$ cat config.mk
export PLATFORM = sky130hd
export DESIGN_NAME = ir_pulse_length_receiver_flat
export DESIGN_NICKNAME = d
export VERILOG_FILES = /design/src/rtl/ipr_pkg.sv /design/src/rtl/ipr_smp_if.sv /design/src/rtl/ipr_res_if.sv /design/src/rtl/ipr_cfg_if.sv /design/src/rtl/ipr_chan.sv /design/src/rtl/ir_pulse_length_receiver.sv /design/src/flat_wrapper.sv
export SDC_FILE = /design/constraint.sdc
export NUM_CORES = 1
export LEC_CHECK = 0
export BUFFER_PORTS_ARGS = -buffer_cell sky130_fd_sc_hd__buf_4
export CAP_MARGIN = 15
export CORE_MARGIN = 8
export CORE_UTILIZATION = 35
export CTS_BUF_LIST = sky130_fd_sc_hd__clkbuf_4
export DETAILED_ROUTE_END_ITERATION = 8
export PLACE_DENSITY = 0.62
export SKIP_LAST_GASP = 1
export SLEW_MARGIN = 20
export SYNTH_ARGS = -nofsm -noshare
export SYNTH_HDL_FRONTEND = slang
export SYNTH_SLANG_ARGS = --single-unit
$ cat constraint.sdc
create_clock -name clk_i -period 10 [get_ports clk_i]
set_input_delay 1.5 -clock clk_i [delete_from_list [all_inputs] [get_ports clk_i]]
set_output_delay 1.5 -clock clk_i [all_outputs]
set_load 0.005 [all_outputs]
$ cat src/rtl/ipr_pkg.sv
// ----------------------------------------------------------------------------
// ipr_pkg
// Shared widths, constants and types of the IR pulse-length receiver.
// ----------------------------------------------------------------------------
`default_nettype none

package ipr_pkg;

  localparam int unsigned RelDivisorDef = 4;
  localparam int unsigned ChannelsDef   = 4;
  localparam int unsigned NumSamples    = 4;

  localparam int unsigned SampleW = 10;
  localparam int unsigned WordW   = 6;
  localparam int unsigned CntW    = 3;
  localparam int unsigned ChW     = 2;

  localparam logic [CntW-1:0]    WordDone     = 3'd7;
  localparam logic [SampleW-1:0] MinRiseReset = 10'd20;

  typedef struct packed {
    logic               done;
    logic [WordW-1:0]   data;
    logic [SampleW-1:0] strength;
  } chan_res_t;

endpackage

`default_nettype wire

$ cat src/rtl/ipr_smp_if.sv
// ----------------------------------------------------------------------------
// ipr_smp_if
// Sample channel: one word carries one sample of each of the four sensors.
// ----------------------------------------------------------------------------
`default_nettype none

interface ipr_smp_if;
  logic                         valid;
  logic                         ready;
  logic [ipr_pkg::SampleW-1:0]  sample_a;
  logic [ipr_pkg::SampleW-1:0]  sample_b;
  logic [ipr_pkg::SampleW-1:0]  sample_c;
  logic [ipr_pkg::SampleW-1:0]  sample_d;

  modport source (output valid, output sample_a, output sample_b,
                  output sample_c, output sample_d, input ready);
  modport sink   (input valid, input sample_a, input sample_b,
                  input sample_c, input sample_d, output ready);
endinterface

`default_nettype wire

$ cat src/rtl/ipr_res_if.sv
// ----------------------------------------------------------------------------
// ipr_res_if
// Result channel: one word per completed received word of one sensor.
// ----------------------------------------------------------------------------
`default_nettype none

interface ipr_res_if;
  logic                         valid;
  logic                         ready;
  logic [ipr_pkg::ChW-1:0]      channel;
  logic [ipr_pkg::WordW-1:0]    data_word;
  logic [ipr_pkg::SampleW-1:0]  strength;
  logic                         final_flag;

  modport source (output valid, output channel, output data_word,
                  output strength, output final_flag, input ready);
  modport sink   (input valid, input channel, input data_word,
                  input strength, input final_flag, output ready);
endinterface

`default_nettype wire

$ cat src/rtl/ipr_cfg_if.sv
// ----------------------------------------------------------------------------
// ipr_cfg_if
// Configuration write channel for the min_rise register.
// ----------------------------------------------------------------------------
`default_nettype none

interface ipr_cfg_if;
  logic                         valid;
  logic                         ready;
  logic [ipr_pkg::SampleW-1:0]  min_rise;

  modport source (output valid, output min_rise, input ready);
  modport sink   (input valid, input min_rise, output ready);
endinterface

`default_nettype wire

$ cat src/rtl/ipr_chan.sv
// ----------------------------------------------------------------------------
// ipr_chan
// One sensor channel: baseline, high detection and pulse-length bit decoder.
// ----------------------------------------------------------------------------
`default_nettype none

module ipr_chan #(
  parameter int unsigned REL_DIVISOR = ipr_pkg::RelDivisorDef
) (
  input  wire logic                        clk_i,
  input  wire logic                        rst_ni,
  input  wire logic                        en_i,
  input  wire logic [ipr_pkg::SampleW-1:0] sample_i,
  input  wire logic [ipr_pkg::SampleW-1:0] min_rise_i,
  output ipr_pkg::chan_res_t               res_o
);

  localparam int unsigned SW = ipr_pkg::SampleW;
  localparam int unsigned WW = ipr_pkg::WordW;
  localparam int unsigned CW = ipr_pkg::CntW;

  // base / REL_DIVISOR as a multiply by a rounded-up reciprocal, exact for SW-bit base
  localparam int unsigned RecipSh  = 20;
  localparam int unsigned RecipMul = ((1 << RecipSh) + REL_DIVISOR - 1) / REL_DIVISOR;
  localparam int unsigned PW       = SW + RecipSh + 1;

  logic [SW-1:0] prev_q, prev_d;
  logic [SW-1:0] older_q, older_d;
  logic [CW-1:0] cnt_q, cnt_d;
  logic [WW-1:0] word_q, word_d;

  logic [SW-1:0] base;
  logic [PW-1:0] rel_prod;
  logic [SW-1:0] base_rel;
  logic          high_cur, high_prev, high_older;
  logic [CW-1:0] cnt_adv;

  function automatic logic is_high(input logic [SW-1:0] x, input logic [SW-1:0] b,
                                   input logic [SW-1:0] rel, input logic [SW-1:0] rise);
    logic [SW:0] lim_rel;
    logic [SW:0] lim_abs;
    lim_rel = {1'b0, b} + {1'b0, rel};
    lim_abs = {1'b0, b} + {1'b0, rise};
    return ({1'b0, x} > lim_rel) && ({1'b0, x} > lim_abs);
  endfunction

  always_comb begin
    base = prev_q;
    if (older_q < base) begin
      base = older_q;
    end
    if (sample_i < base) begin
      base = sample_i;
    end
    rel_prod   = PW'(base) * PW'(RecipMul);
    base_rel   = SW'(rel_prod >> RecipSh);
    high_cur   = is_high(sample_i, base, base_rel, min_rise_i);
    high_prev  = is_high(prev_q, base, base_rel, min_rise_i);
    high_older = is_high(older_q, base, base_rel, min_rise_i);

    cnt_d  = cnt_q;
    word_d = word_q;
    if (high_cur) begin
      if (cnt_q == '0) begin
        cnt_d  = CW'(1);
        word_d = '0;
      end
    end else if (high_prev) begin
      if (high_older && (cnt_q != '0)) begin
        word_d = word_q | WW'(1 << (cnt_q - CW'(1)));
      end
      cnt_d = cnt_q + CW'(1);
    end else begin
      cnt_d = '0;
    end

    res_o.done     = (cnt_d == ipr_pkg::WordDone);
    res_o.data     = word_d;
    res_o.strength = prev_q - base;
    cnt_adv        = res_o.done ? '0 : cnt_d;
    older_d        = prev_q;
    prev_d         = sample_i;
  end

  always_ff @(posedge clk_i or negedge rst_ni) begin
    if (!rst_ni) begin
      prev_q  <= '0;
      older_q <= '0;
      cnt_q   <= '0;
      word_q  <= '0;
    end else if (en_i) begin
      prev_q  <= prev_d;
      older_q <= older_d;
      cnt_q   <= cnt_adv;
      word_q  <= word_d;
    end
  end

endmodule

`default_nettype wire

$ cat src/rtl/ir_pulse_length_receiver.sv
// ----------------------------------------------------------------------------
// ir_pulse_length_receiver
// Four-channel infrared pulse-length word receiver.
// Data path: a tick's completed words pass through the pending register, then
//   the result register.
// Throughput: one tick per cycle while each tick completes at most one word and
//   res_o does not stall; a tick completing more words holds the input while the
//   single result register takes its pending words one per cycle when it is free.
// Reset: channel state cleared, min_rise = 20, no results pending.
// ----------------------------------------------------------------------------
`default_nettype none

module ir_pulse_length_receiver #(
  parameter int unsigned REL_DIVISOR = ipr_pkg::RelDivisorDef,
  parameter int unsigned CHANNELS    = ipr_pkg::ChannelsDef
) (
  input  wire logic clk_i,
  input  wire logic rst_ni,
  ipr_cfg_if.sink   cfg_i,
  ipr_smp_if.sink   smp_i,
  ipr_res_if.source res_o
);

  localparam int unsigned NCH = (CHANNELS < ipr_pkg::NumSamples) ?
                                CHANNELS : ipr_pkg::NumSamples;
  localparam int unsigned SW  = ipr_pkg::SampleW;
  localparam int unsigned WW  = ipr_pkg::WordW;
  localparam int unsigned CHW = ipr_pkg::ChW;

  logic [SW-1:0] min_rise_q;
  logic [SW-1:0] smp [ipr_pkg::NumSamples];

  ipr_pkg::chan_res_t ch_res [NCH];
  logic [NCH-1:0]     done;

  // per-tick pending results
  logic [NCH-1:0] mask_q, mask_d;
  logic [WW-1:0]  pend_data_q [NCH];
  logic [SW-1:0]  pend_str_q  [NCH];

  logic [NCH-1:0] sel_oh;
  logic [NCH-1:0] rem;
  logic [CHW-1:0] sel_ch;
  logic [WW-1:0]  sel_data;
  logic [SW-1:0]  sel_str;
  logic           out_free, move, in_acc;

  logic           out_valid_q;
  logic [CHW-1:0] out_ch_q;
  logic [WW-1:0]  out_data_q;
  logic [SW-1:0]  out_str_q;
  logic           out_final_q;

  assign cfg_i.ready = 1'b1;

  always_ff @(posedge clk_i or negedge rst_ni) begin
    if (!rst_ni) begin
      min_rise_q <= ipr_pkg::MinRiseReset;
    end else if (cfg_i.valid) begin
      min_rise_q <= cfg_i.min_rise;
    end
  end

  assign smp[0] = smp_i.sample_a;
  assign smp[1] = smp_i.sample_b;
  assign smp[2] = smp_i.sample_c;
  assign smp[3] = smp_i.sample_d;

  for (genvar g = 0; g < NCH; g++) begin : g_chan
    ipr_chan #(
      .REL_DIVISOR(REL_DIVISOR)
    ) u_chan (
      .clk_i     (clk_i),
      .rst_ni    (rst_ni),
      .en_i      (in_acc),
      .sample_i  (smp[g]),
      .min_rise_i(min_rise_q),
      .res_o     (ch_res[g])
    );
    assign done[g] = ch_res[g].done;
  end

  // lowest pending channel goes out first
  always_comb begin
    sel_oh   = '0;
    sel_ch   = '0;
    sel_data = '0;
    sel_str  = '0;
    for (int i = NCH - 1; i >= 0; i--) begin
      if (mask_q[i]) begin
        sel_oh   = NCH'(1) << i;
        sel_ch   = CHW'(i);
        sel_data = pend_data_q[i];
        sel_str  = pend_str_q[i];
      end
    end
  end

  assign out_free    = !out_valid_q || res_o.ready;
  assign move        = (mask_q != '0) && out_free;
  assign rem         = mask_q & ~(move ? sel_oh : '0);
  assign smp_i.ready = (rem == '0);
  assign in_acc      = smp_i.valid && smp_i.ready;
  assign mask_d      = in_acc ? done : rem;

  always_ff @(posedge clk_i or negedge rst_ni) begin
    if (!rst_ni) begin
      mask_q      <= '0;
      out_valid_q <= 1'b0;
    end else begin
      mask_q <= mask_d;
      if (move) begin
        out_valid_q <= 1'b1;
      end else if (res_o.ready) begin
        out_valid_q <= 1'b0;
      end
    end
  end

  always_ff @(posedge clk_i) begin
    if (in_acc) begin
      for (int i = 0; i < NCH; i++) begin
        pend_data_q[i] <= ch_res[i].data;
        pend_str_q[i]  <= ch_res[i].strength;
      end
    end
    if (move) begin
      out_ch_q    <= sel_ch;
      out_data_q  <= sel_data;
      out_str_q   <= sel_str;
      out_final_q <= ((mask_q & ~sel_oh) == '0);
    end
  end

  assign res_o.valid      = out_valid_q;
  assign res_o.channel    = out_ch_q;
  assign res_o.data_word  = out_data_q;
  assign res_o.strength   = out_str_q;
  assign res_o.final_flag = out_final_q;

  a_load_pending: assert property (@(posedge clk_i) disable iff (!rst_ni)
    (in_acc && (done != '0)) |=> (mask_q != '0))
    else $error("completed words not queued");

  a_move_valid: assert property (@(posedge clk_i) disable iff (!rst_ni)
    move |=> out_valid_q)
    else $error("result register not loaded");

  a_final_last: assert property (@(posedge clk_i) disable iff (!rst_ni)
    move |=> (out_final_q == ($past(mask_q & ~sel_oh) == '0)))
    else $error("final flag mismatch");

endmodule

`default_nettype wire

$ cat src/flat_wrapper.sv
// flat-port wrapper written by rule: the top's interface ports become plain ports
module ir_pulse_length_receiver_flat 
#(
  parameter int unsigned REL_DIVISOR = ipr_pkg::RelDivisorDef,
  parameter int unsigned CHANNELS    = ipr_pkg::ChannelsDef
)
  (clk_i, rst_ni, cfg_i_valid, cfg_i_min_rise, cfg_i_ready, smp_i_valid, smp_i_sample_a, smp_i_sample_b, smp_i_sample_c, smp_i_sample_d, smp_i_ready, res_o_valid, res_o_channel, res_o_data_word, res_o_strength, res_o_final_flag, res_o_ready);
  ipr_cfg_if cfg_i_i ();
  ipr_smp_if smp_i_i ();
  ipr_res_if res_o_i ();
  input  wire logic clk_i;
  input  wire logic rst_ni;
  input wire logic [$bits(cfg_i_i.valid)-1:0] cfg_i_valid;
  input wire logic [$bits(cfg_i_i.min_rise)-1:0] cfg_i_min_rise;
  output wire logic [$bits(cfg_i_i.ready)-1:0] cfg_i_ready;
  input wire logic [$bits(smp_i_i.valid)-1:0] smp_i_valid;
  input wire logic [$bits(smp_i_i.sample_a)-1:0] smp_i_sample_a;
  input wire logic [$bits(smp_i_i.sample_b)-1:0] smp_i_sample_b;
  input wire logic [$bits(smp_i_i.sample_c)-1:0] smp_i_sample_c;
  input wire logic [$bits(smp_i_i.sample_d)-1:0] smp_i_sample_d;
  output wire logic [$bits(smp_i_i.ready)-1:0] smp_i_ready;
  output wire logic [$bits(res_o_i.valid)-1:0] res_o_valid;
  output wire logic [$bits(res_o_i.channel)-1:0] res_o_channel;
  output wire logic [$bits(res_o_i.data_word)-1:0] res_o_data_word;
  output wire logic [$bits(res_o_i.strength)-1:0] res_o_strength;
  output wire logic [$bits(res_o_i.final_flag)-1:0] res_o_final_flag;
  input wire logic [$bits(res_o_i.ready)-1:0] res_o_ready;
  assign cfg_i_i.valid = cfg_i_valid;
  assign cfg_i_i.min_rise = cfg_i_min_rise;
  assign cfg_i_ready = cfg_i_i.ready;
  assign smp_i_i.valid = smp_i_valid;
  assign smp_i_i.sample_a = smp_i_sample_a;
  assign smp_i_i.sample_b = smp_i_sample_b;
  assign smp_i_i.sample_c = smp_i_sample_c;
  assign smp_i_i.sample_d = smp_i_sample_d;
  assign smp_i_ready = smp_i_i.ready;
  assign res_o_valid = res_o_i.valid;
  assign res_o_channel = res_o_i.channel;
  assign res_o_data_word = res_o_i.data_word;
  assign res_o_strength = res_o_i.strength;
  assign res_o_final_flag = res_o_i.final_flag;
  assign res_o_i.ready = res_o_ready;
  ir_pulse_length_receiver #(.REL_DIVISOR(REL_DIVISOR), .CHANNELS(CHANNELS)) u_core (.clk_i(clk_i), .rst_ni(rst_ni), .cfg_i(cfg_i_i), .smp_i(smp_i_i), .res_o(res_o_i));
endmodule
==> flow_summary.yaml, run 1 <==
final_layout:
  final_util_pct: 39.1
  nets: 3203
  layout_common_cells: "ha_1, nand2_1, o21ai_0"
  final_common_cell: "ha_1"
  drive_gt1_share_pct: 9.96
  area_growth_syn_to_layout_pct: 10.9
placement:
  hpwl_um: 54900
  gp_congestion: 0.925
  io_buffers: 75
floorplan:
  die_h_um: 273
  fp.dieArea_sq_mm: 0.0745
  pin_count: 77
  core_sq_mm: 0.0655
  row_count: 94
  start_util_pct: 35.3
  fp.dieW_um: 273
routing:
  drt_iter0_drc: 1696
  num_vias: 20661
  wl_per_cell_um: 19.2
  drtAntennaViolNets: 0
  drc: 0
  totalWireLength_um: 71100
  dr.pass1.iters: 7
  vias_per_cell: 5.58
timing:
  clock.fmax_ghz: 0.106
  worst_pin_slew_ns: 1.06
  finalSetupTns_ns: 0
  relSlewSlack_pct: 29.5
  setup_viol: 0
  finalClockSkew_ns: 0.0459
  post-route-period-util_pct: 94.7
  slew_violations: 0
  rsz0062_at_grt: "no"
  fin_crit_ns: 9.47
  finalHoldViolCount: 0
setup_path:
  critPathBufInv: 3
  cp_max_fo: 8
  critPathSlowestCell: "or4_4"
  path_common_cell: "ha_1"
  endpoint_kind: "flip-flop"
  path_class: "flip-flop to flip-flop"
  r2r_end: "u_core.pend_data_q[0][3]"
  crit_end: "u_core.pend_data_q[0][3]"
  cp_slowest_stage_delay_ns: 0.59
  setup.worst_path.start: "u_core.g_chan[0].u_chan.older_d[4]"
  crit_family: "compound AO/OA/AOI/OAI gates"
  worst_ep_arrival_time_ns: 10.11
  cp-start-kind: "flip-flop"
  cp_num_cells: 38
  rr_startpoint: "u_core.g_chan[0].u_chan.older_d[4]"
  critPathRequiredTime_ns: 10.64
  reg2reg_depth: 38
  rrSetupSlack_ns: 0.53
grt:
  grt_overflow: 0
  grt_first_pass_wirelength_um: 112000
  grt_pass1_vias: 19916
  track_usage_pct: 18.6
  antenna_found_initial: 3
  grt_max_degree: 100
synthesis:
  async_reset_ff_share_pct: 61.2
  synth-edff-count: 83
  syn_nets: 3118
  ys_seq_area_share_pct: 25.0
  syn-mean-instance-area_sq_um: 8.54
  syn_inst: 2704
  synth_warnings: 0
  synth-main-ff-cell: "dfrtp_1"
  ys_ff_latch: 214
  synth_area_sq_mm: 0.0231
  ys_types: 99
clock_tree:
  clk_pin_slew_ns: 0.06
  clk_latency_ns: 0.81
  clock_sinks: 214
  cts_root_buf: "clkbuf_4"
  cts_max_level: 2
  cts_inserted_buffers: 60
  cts_tree: "yes"
  clk_path_buf_depth: 3
worst_hold_path:
  min-delay-path-class: "flip-flop to flip-flop"
  whs_path_depth: 2
outcome:
  status: "finished, final reports clean"
pwr:
  power_leakage_nw: 11.3
  ir_drop_v: 0.000204
  powerDensity_mw_per_mm2: 318
flow_run:
  max_cap_viol_count: 0
## worst reg2reg max path, delay by kind of cell, from the launching register on
kind | cells | cell delay, ns
compound gates | 14 | 2.96
fa+ha+maj | 5 | 1.77
mux | 1 | 0.15
flops | 1 | 0.58
xor+xnor | 1 | 0.35
buf+inv | 3 | 0.64
simple gates | 14 | 2.89
## stage by stage
stage	std cells	power [mW]	worst slack [ns]	hold slack, ns	area [sq um]
2_1_floorplan	2704	5.68	1.07	0.448	23100
3_3_place_gp	3591	7.12	0.223	0.459	24700
3_5_place_dp	3591	7.15	0.217	0.466	24700
4_1_cts	3705	8.11	0.175	0.478	25600
5_1_grt	3706	8.95	0.00776	0.500	25600
6_report	3706	8.14	0.535	0.473	25600
## worst min path at each step
stage | start | to | slack (ns)
2_1_floorplan | u_core.g_chan[2].u_chan.word_q[0] | u_core.g_chan[2].u_chan.word_q[0] | 0.45
3_3_place_gp | u_core.g_chan[2].u_chan.word_q[5] | u_core.g_chan[2].u_chan.word_q[5] | 0.46
3_5_place_dp | u_core.g_chan[2].u_chan.word_q[5] | u_core.g_chan[2].u_chan.word_q[5] | 0.47
4_1_cts | u_core.g_chan[2].u_chan.word_q[1] | u_core.g_chan[2].u_chan.word_q[1] | 0.48
5_1_grt | u_core.g_chan[2].u_chan.word_q[5] | u_core.g_chan[2].u_chan.word_q[5] | 0.50
6_report | u_core.g_chan[2].u_chan.word_q[5] | u_core.g_chan[2].u_chan.word_q[5] | 0.47
## synth_stat cells, types with 32 or more instances
cell	count	area, sq um
o21a_1	61	458
edfxtp_1	83	2490
a21oi_1	184	921
clkbuf_1	85	319
mux2i_1	36	360
maj3_1	54	541
xor2_1	73	639
dfrtp_1	129	3230
nand2b_1	41	257
ha_1	351	4390
nor2_1	140	526
nand3_1	64	320
nor2b_1	40	250
nand2_1	266	998
nor3_1	36	180
inv_1	164	616
xnor2_1	114	998
nand4_1	32	200
o21ai_0	240	1200
a21o_1	50	375
## power breakdown
group	internal, mW	switching, mW
logic	2.48	3.51
clock network	0.490	0.415
registers	1.10	0.147
total	4.07	4.07
## cells by family (layout without fill, tap and decap cells)
| kind of cell | after synthesis | count (layout) | share of synthesized area (%) |
|---|---|---|---|
| xor+xnor | 189 | 189 | 7.26 |
| flops | 214 | 214 | 25.0 |
| compound gates | 834 | 834 | 23.5 |
| simple gates | 724 | 724 | 15.1 |
| mux | 53 | 53 | 2.41 |
| buf+inv | 275 | 412 | 4.65 |
| fa+ha+maj | 414 | 414 | 22.1 |
| other cells | 1 | 2 | 0.0162 |
## sequential cells by signal (all words and copies together), names as in the netlist
register and cells:
u_core.mask_q 4, u_core.g_chan.u_chan.cnt_q 12, u_core.res_o.data_word 6, u_core.g_chan.u_chan.older_d 40
u_core.res_o.final_flag 1, u_core.res_o.strength 10, u_core.pend_str_q 40, u_core.min_rise_q 10
u_core.g_chan.u_chan.older_q 40, u_core.g_chan.u_chan.word_q 24, u_core.res_o.valid 1, u_core.res_o.channel 2
u_core.pend_data_q 24
## routing by layer
metal	global-route usage (%)	vias to the layer above	part of all wire [%]
li1	-	10165	-
met1	25.4	9790	46
met2	30.6	609	46
met3	2.45	97	5.9
met4	5.13	0	2.2
met5	0	-	0
## area by class of cell
| type | count | area, sq um |
|---|---|---|
| tap | 864 | 1080 |
| timing repair buffer | 130 | 980 |
| multi-input combinational | 2215 | 16300 |
| fill | 6657 | 39900 |
| antenna | 1 | 2.50 |
| inverter | 168 | 636 |
| clock buffer | 90 | 676 |
| sequential | 214 | 5770 |
| clock inverter | 24 | 179 |
## repair_timing
action	CTS	global route
endpoints found under the setup margin	0	44
resized for setup	0	12
buffers inserted	0	0
hold buffers	0	0
No activity file was read; power rests on OpenSTA's default activity.
==> run 2, diff against run 1 <==
--- a/config.mk
+++ b/config.mk
@@ -7,7 +7,7 @@
 export LEC_CHECK = 0
 export BUFFER_PORTS_ARGS = -buffer_cell sky130_fd_sc_hd__buf_4
 export CAP_MARGIN = 15
-export CORE_MARGIN = 8
+export CORE_MARGIN = 1.5
 export CORE_UTILIZATION = 35
 export CTS_BUF_LIST = sky130_fd_sc_hd__clkbuf_4
 export DETAILED_ROUTE_END_ITERATION = 8
==> flow_summary.yaml, run 2 (synthesis gave the netlist of run 1 again) <==
pwr:
  powerDensity_mw_per_mm2: 317
  power_leakage_nw: 11.3
  ir_drop_v: 0.000182
  power.total_mw: 8.12
placement:
  hpwl_um: 55000
  gp_congestion: 0.943
  io_buffers: 75
clock_tree:
  clk_path_buf_depth: 3
  clk_latency_ns: 0.82
  post_cts_resized: 0
  cts_inserted_buffers: 61
  cts_hold_buf: 0
  clock_sinks: 214
  post_cts_buffers: 0
  cts_tree: "yes"
  clk_pin_slew_ns: 0.07
  cts_max_level: 2
  cts_root_buf: "clkbuf_4"
routing:
  dr.max_layer_used: "met4"
  m1WireLength_um: 32800
  vias_per_cell: 5.60
  met2_length_um: 32000
  totalWireLength_um: 71200
  drtAntennaViolNets: 0
  wl_per_cell_um: 19.2
  drc: 0
  dr.pass1.iters: 5
  drt_iter0_drc: 1640
  num_vias: 20749
  met3_length_um: 4240
setup_path:
  path_class: "flip-flop to flip-flop"
  path_common_cell: "ha_1"
  cp_max_fo: 31
  cp-start-kind: "flip-flop"
  worst_ep_arrival_time_ns: 10.09
  critPathSlowestCell: "dfrtp_1"
  critPathRequiredTime_ns: 10.66
  endpoint_kind: "flip-flop"
  cp_slowest_stage_delay_ns: 0.56
grt:
  track_usage_pct: 21.0
  grt_pass1_vias: 19849
  grt_first_pass_wirelength_um: 112000
  antenna_found_initial: 2
  grt_overflow: 0
  grt_max_degree: 78
timing:
  worst_pin_slew_ns: 0.943
  fin_crit_ns: 9.43
  clock.fmax_ghz: 0.106
  finalClockSkew_ns: 0.0474
  finalHoldViolCount: 0
  slew_violations: 0
  setup_viol: 0
  finalSetupTns_ns: 0
  relSlewSlack_pct: 37.1
  post-route-period-util_pct: 94.3
  rsz0062_at_grt: "no"
final_layout:
  layout_common_cells: "ha_1, nand2_1, o21ai_0"
  fillCellCount: 6555
  final_common_cell: "ha_1"
  nets: 3210
  area_growth_syn_to_layout_pct: 10.8
  drive_gt1_share_pct: 10.3
floorplan:
  row_count: 93
  start_util_pct: 35.6
  core_sq_mm: 0.0648
  die_h_um: 260
  fp.dieArea_sq_mm: 0.0675
  pin_count: 77
  fp.dieW_um: 260
outcome:
  status: "finished, final reports clean"
flow_run:
  max_cap_viol_count: 0
worst_hold_path:
  min-delay-path-class: "flip-flop to flip-flop"
## run 2: cell types whose count changed in the layout (fill, tap and decap cells not counted), sizes merged
cell	before	now
bufinv	3	0
clkbuf	90	94
clkinv	24	21
clkinvlp	0	2
buf	130	136
## run 2: worst paths after layout
kind	slack, ns	to	startpoint	cells after the start
worst max-delay path	0.57	u_core.g_chan[1].u_chan.word_q[1]	u_core.g_chan[1].u_chan.older_d[3]	39
worst min-delay path	0.48	u_core.g_chan[2].u_chan.word_q[2]	u_core.g_chan[2].u_chan.word_q[2]	2
worst min register to register	0.48	u_core.g_chan[2].u_chan.word_q[2]	u_core.g_chan[2].u_chan.word_q[2]	2
min in group asynchronous	0.69	u_core.g_chan[2].u_chan.older_d[4]	rst_ni	1
max in group asynchronous	7.90	u_core.g_chan[0].u_chan.older_d[4]	rst_ni	2
worst max register to register	0.57	u_core.g_chan[1].u_chan.word_q[1]	u_core.g_chan[1].u_chan.older_d[3]	39
## run 2: power breakdown
part / internal, mW / total [mW] / switching [mW] / leakage (nW)
clock: 0.428 / 0.852 / 0.424 / 0.475
sequential: 1.10 / 1.25 / 0.150 / 2.46
combinational: 2.49 / 6.01 / 3.53 / 8.38
total: 4.02 / 8.12 / 4.10 / 11.3
## run 2: worst max-delay path, delay by kind of cell, from the launching register on
kind | cells | cell delay, ns
AO/OA/AOI/OAI | 13 | 2.96
buffers and inverters | 3 | 0.69
AND/OR/NAND/NOR | 14 | 2.54
flip-flops | 1 | 0.56
multiplexers | 2 | 0.52
adder cells (fa/ha/maj) | 6 | 1.73
XOR/XNOR | 1 | 0.27
## run 2: final cells by class
type                            count  area [sq um]  share of cell area [%]
Multi-Input combinational cell   2215         16300                    63.6
Clock inverter                     20          90.1                   0.352
Clock buffer                       94           706                    2.76
Timing Repair Buffer              136          1020                    4.00
Antenna cell                        1          2.50                 0.00978
Sequential cell                   214          5770                    22.6
Tap cell                          855          1070                    4.18
Inverter                          168           636                    2.48
## run 2: metrics by stage
step	setup WS, ns	area, sq um	instances	utilization [%]	hold slack (ns)
after floorplan	1.07	23100	2704	-	0.448
after global placement	0.260	24800	3588	38.2	0.464
after detailed placement	0.315	24800	3588	38.2	0.466
after CTS	0.273	25600	3702	39.4	0.483
after global routing	0.0181	25600	3703	39.5	0.504
final	0.574	25600	3703	39.5	0.483
## run 2: layer usage
| layer | vias to the layer above | GRT usage (%) |
|---|---|---|
| met3 | 117 | 2.77 |
| met1 | 9827 | 28.8 |
| met4 | 0 | 7.09 |
| li1 | 10174 | - |
| met2 | 631 | 33.7 |
| met5 | - | 0 |
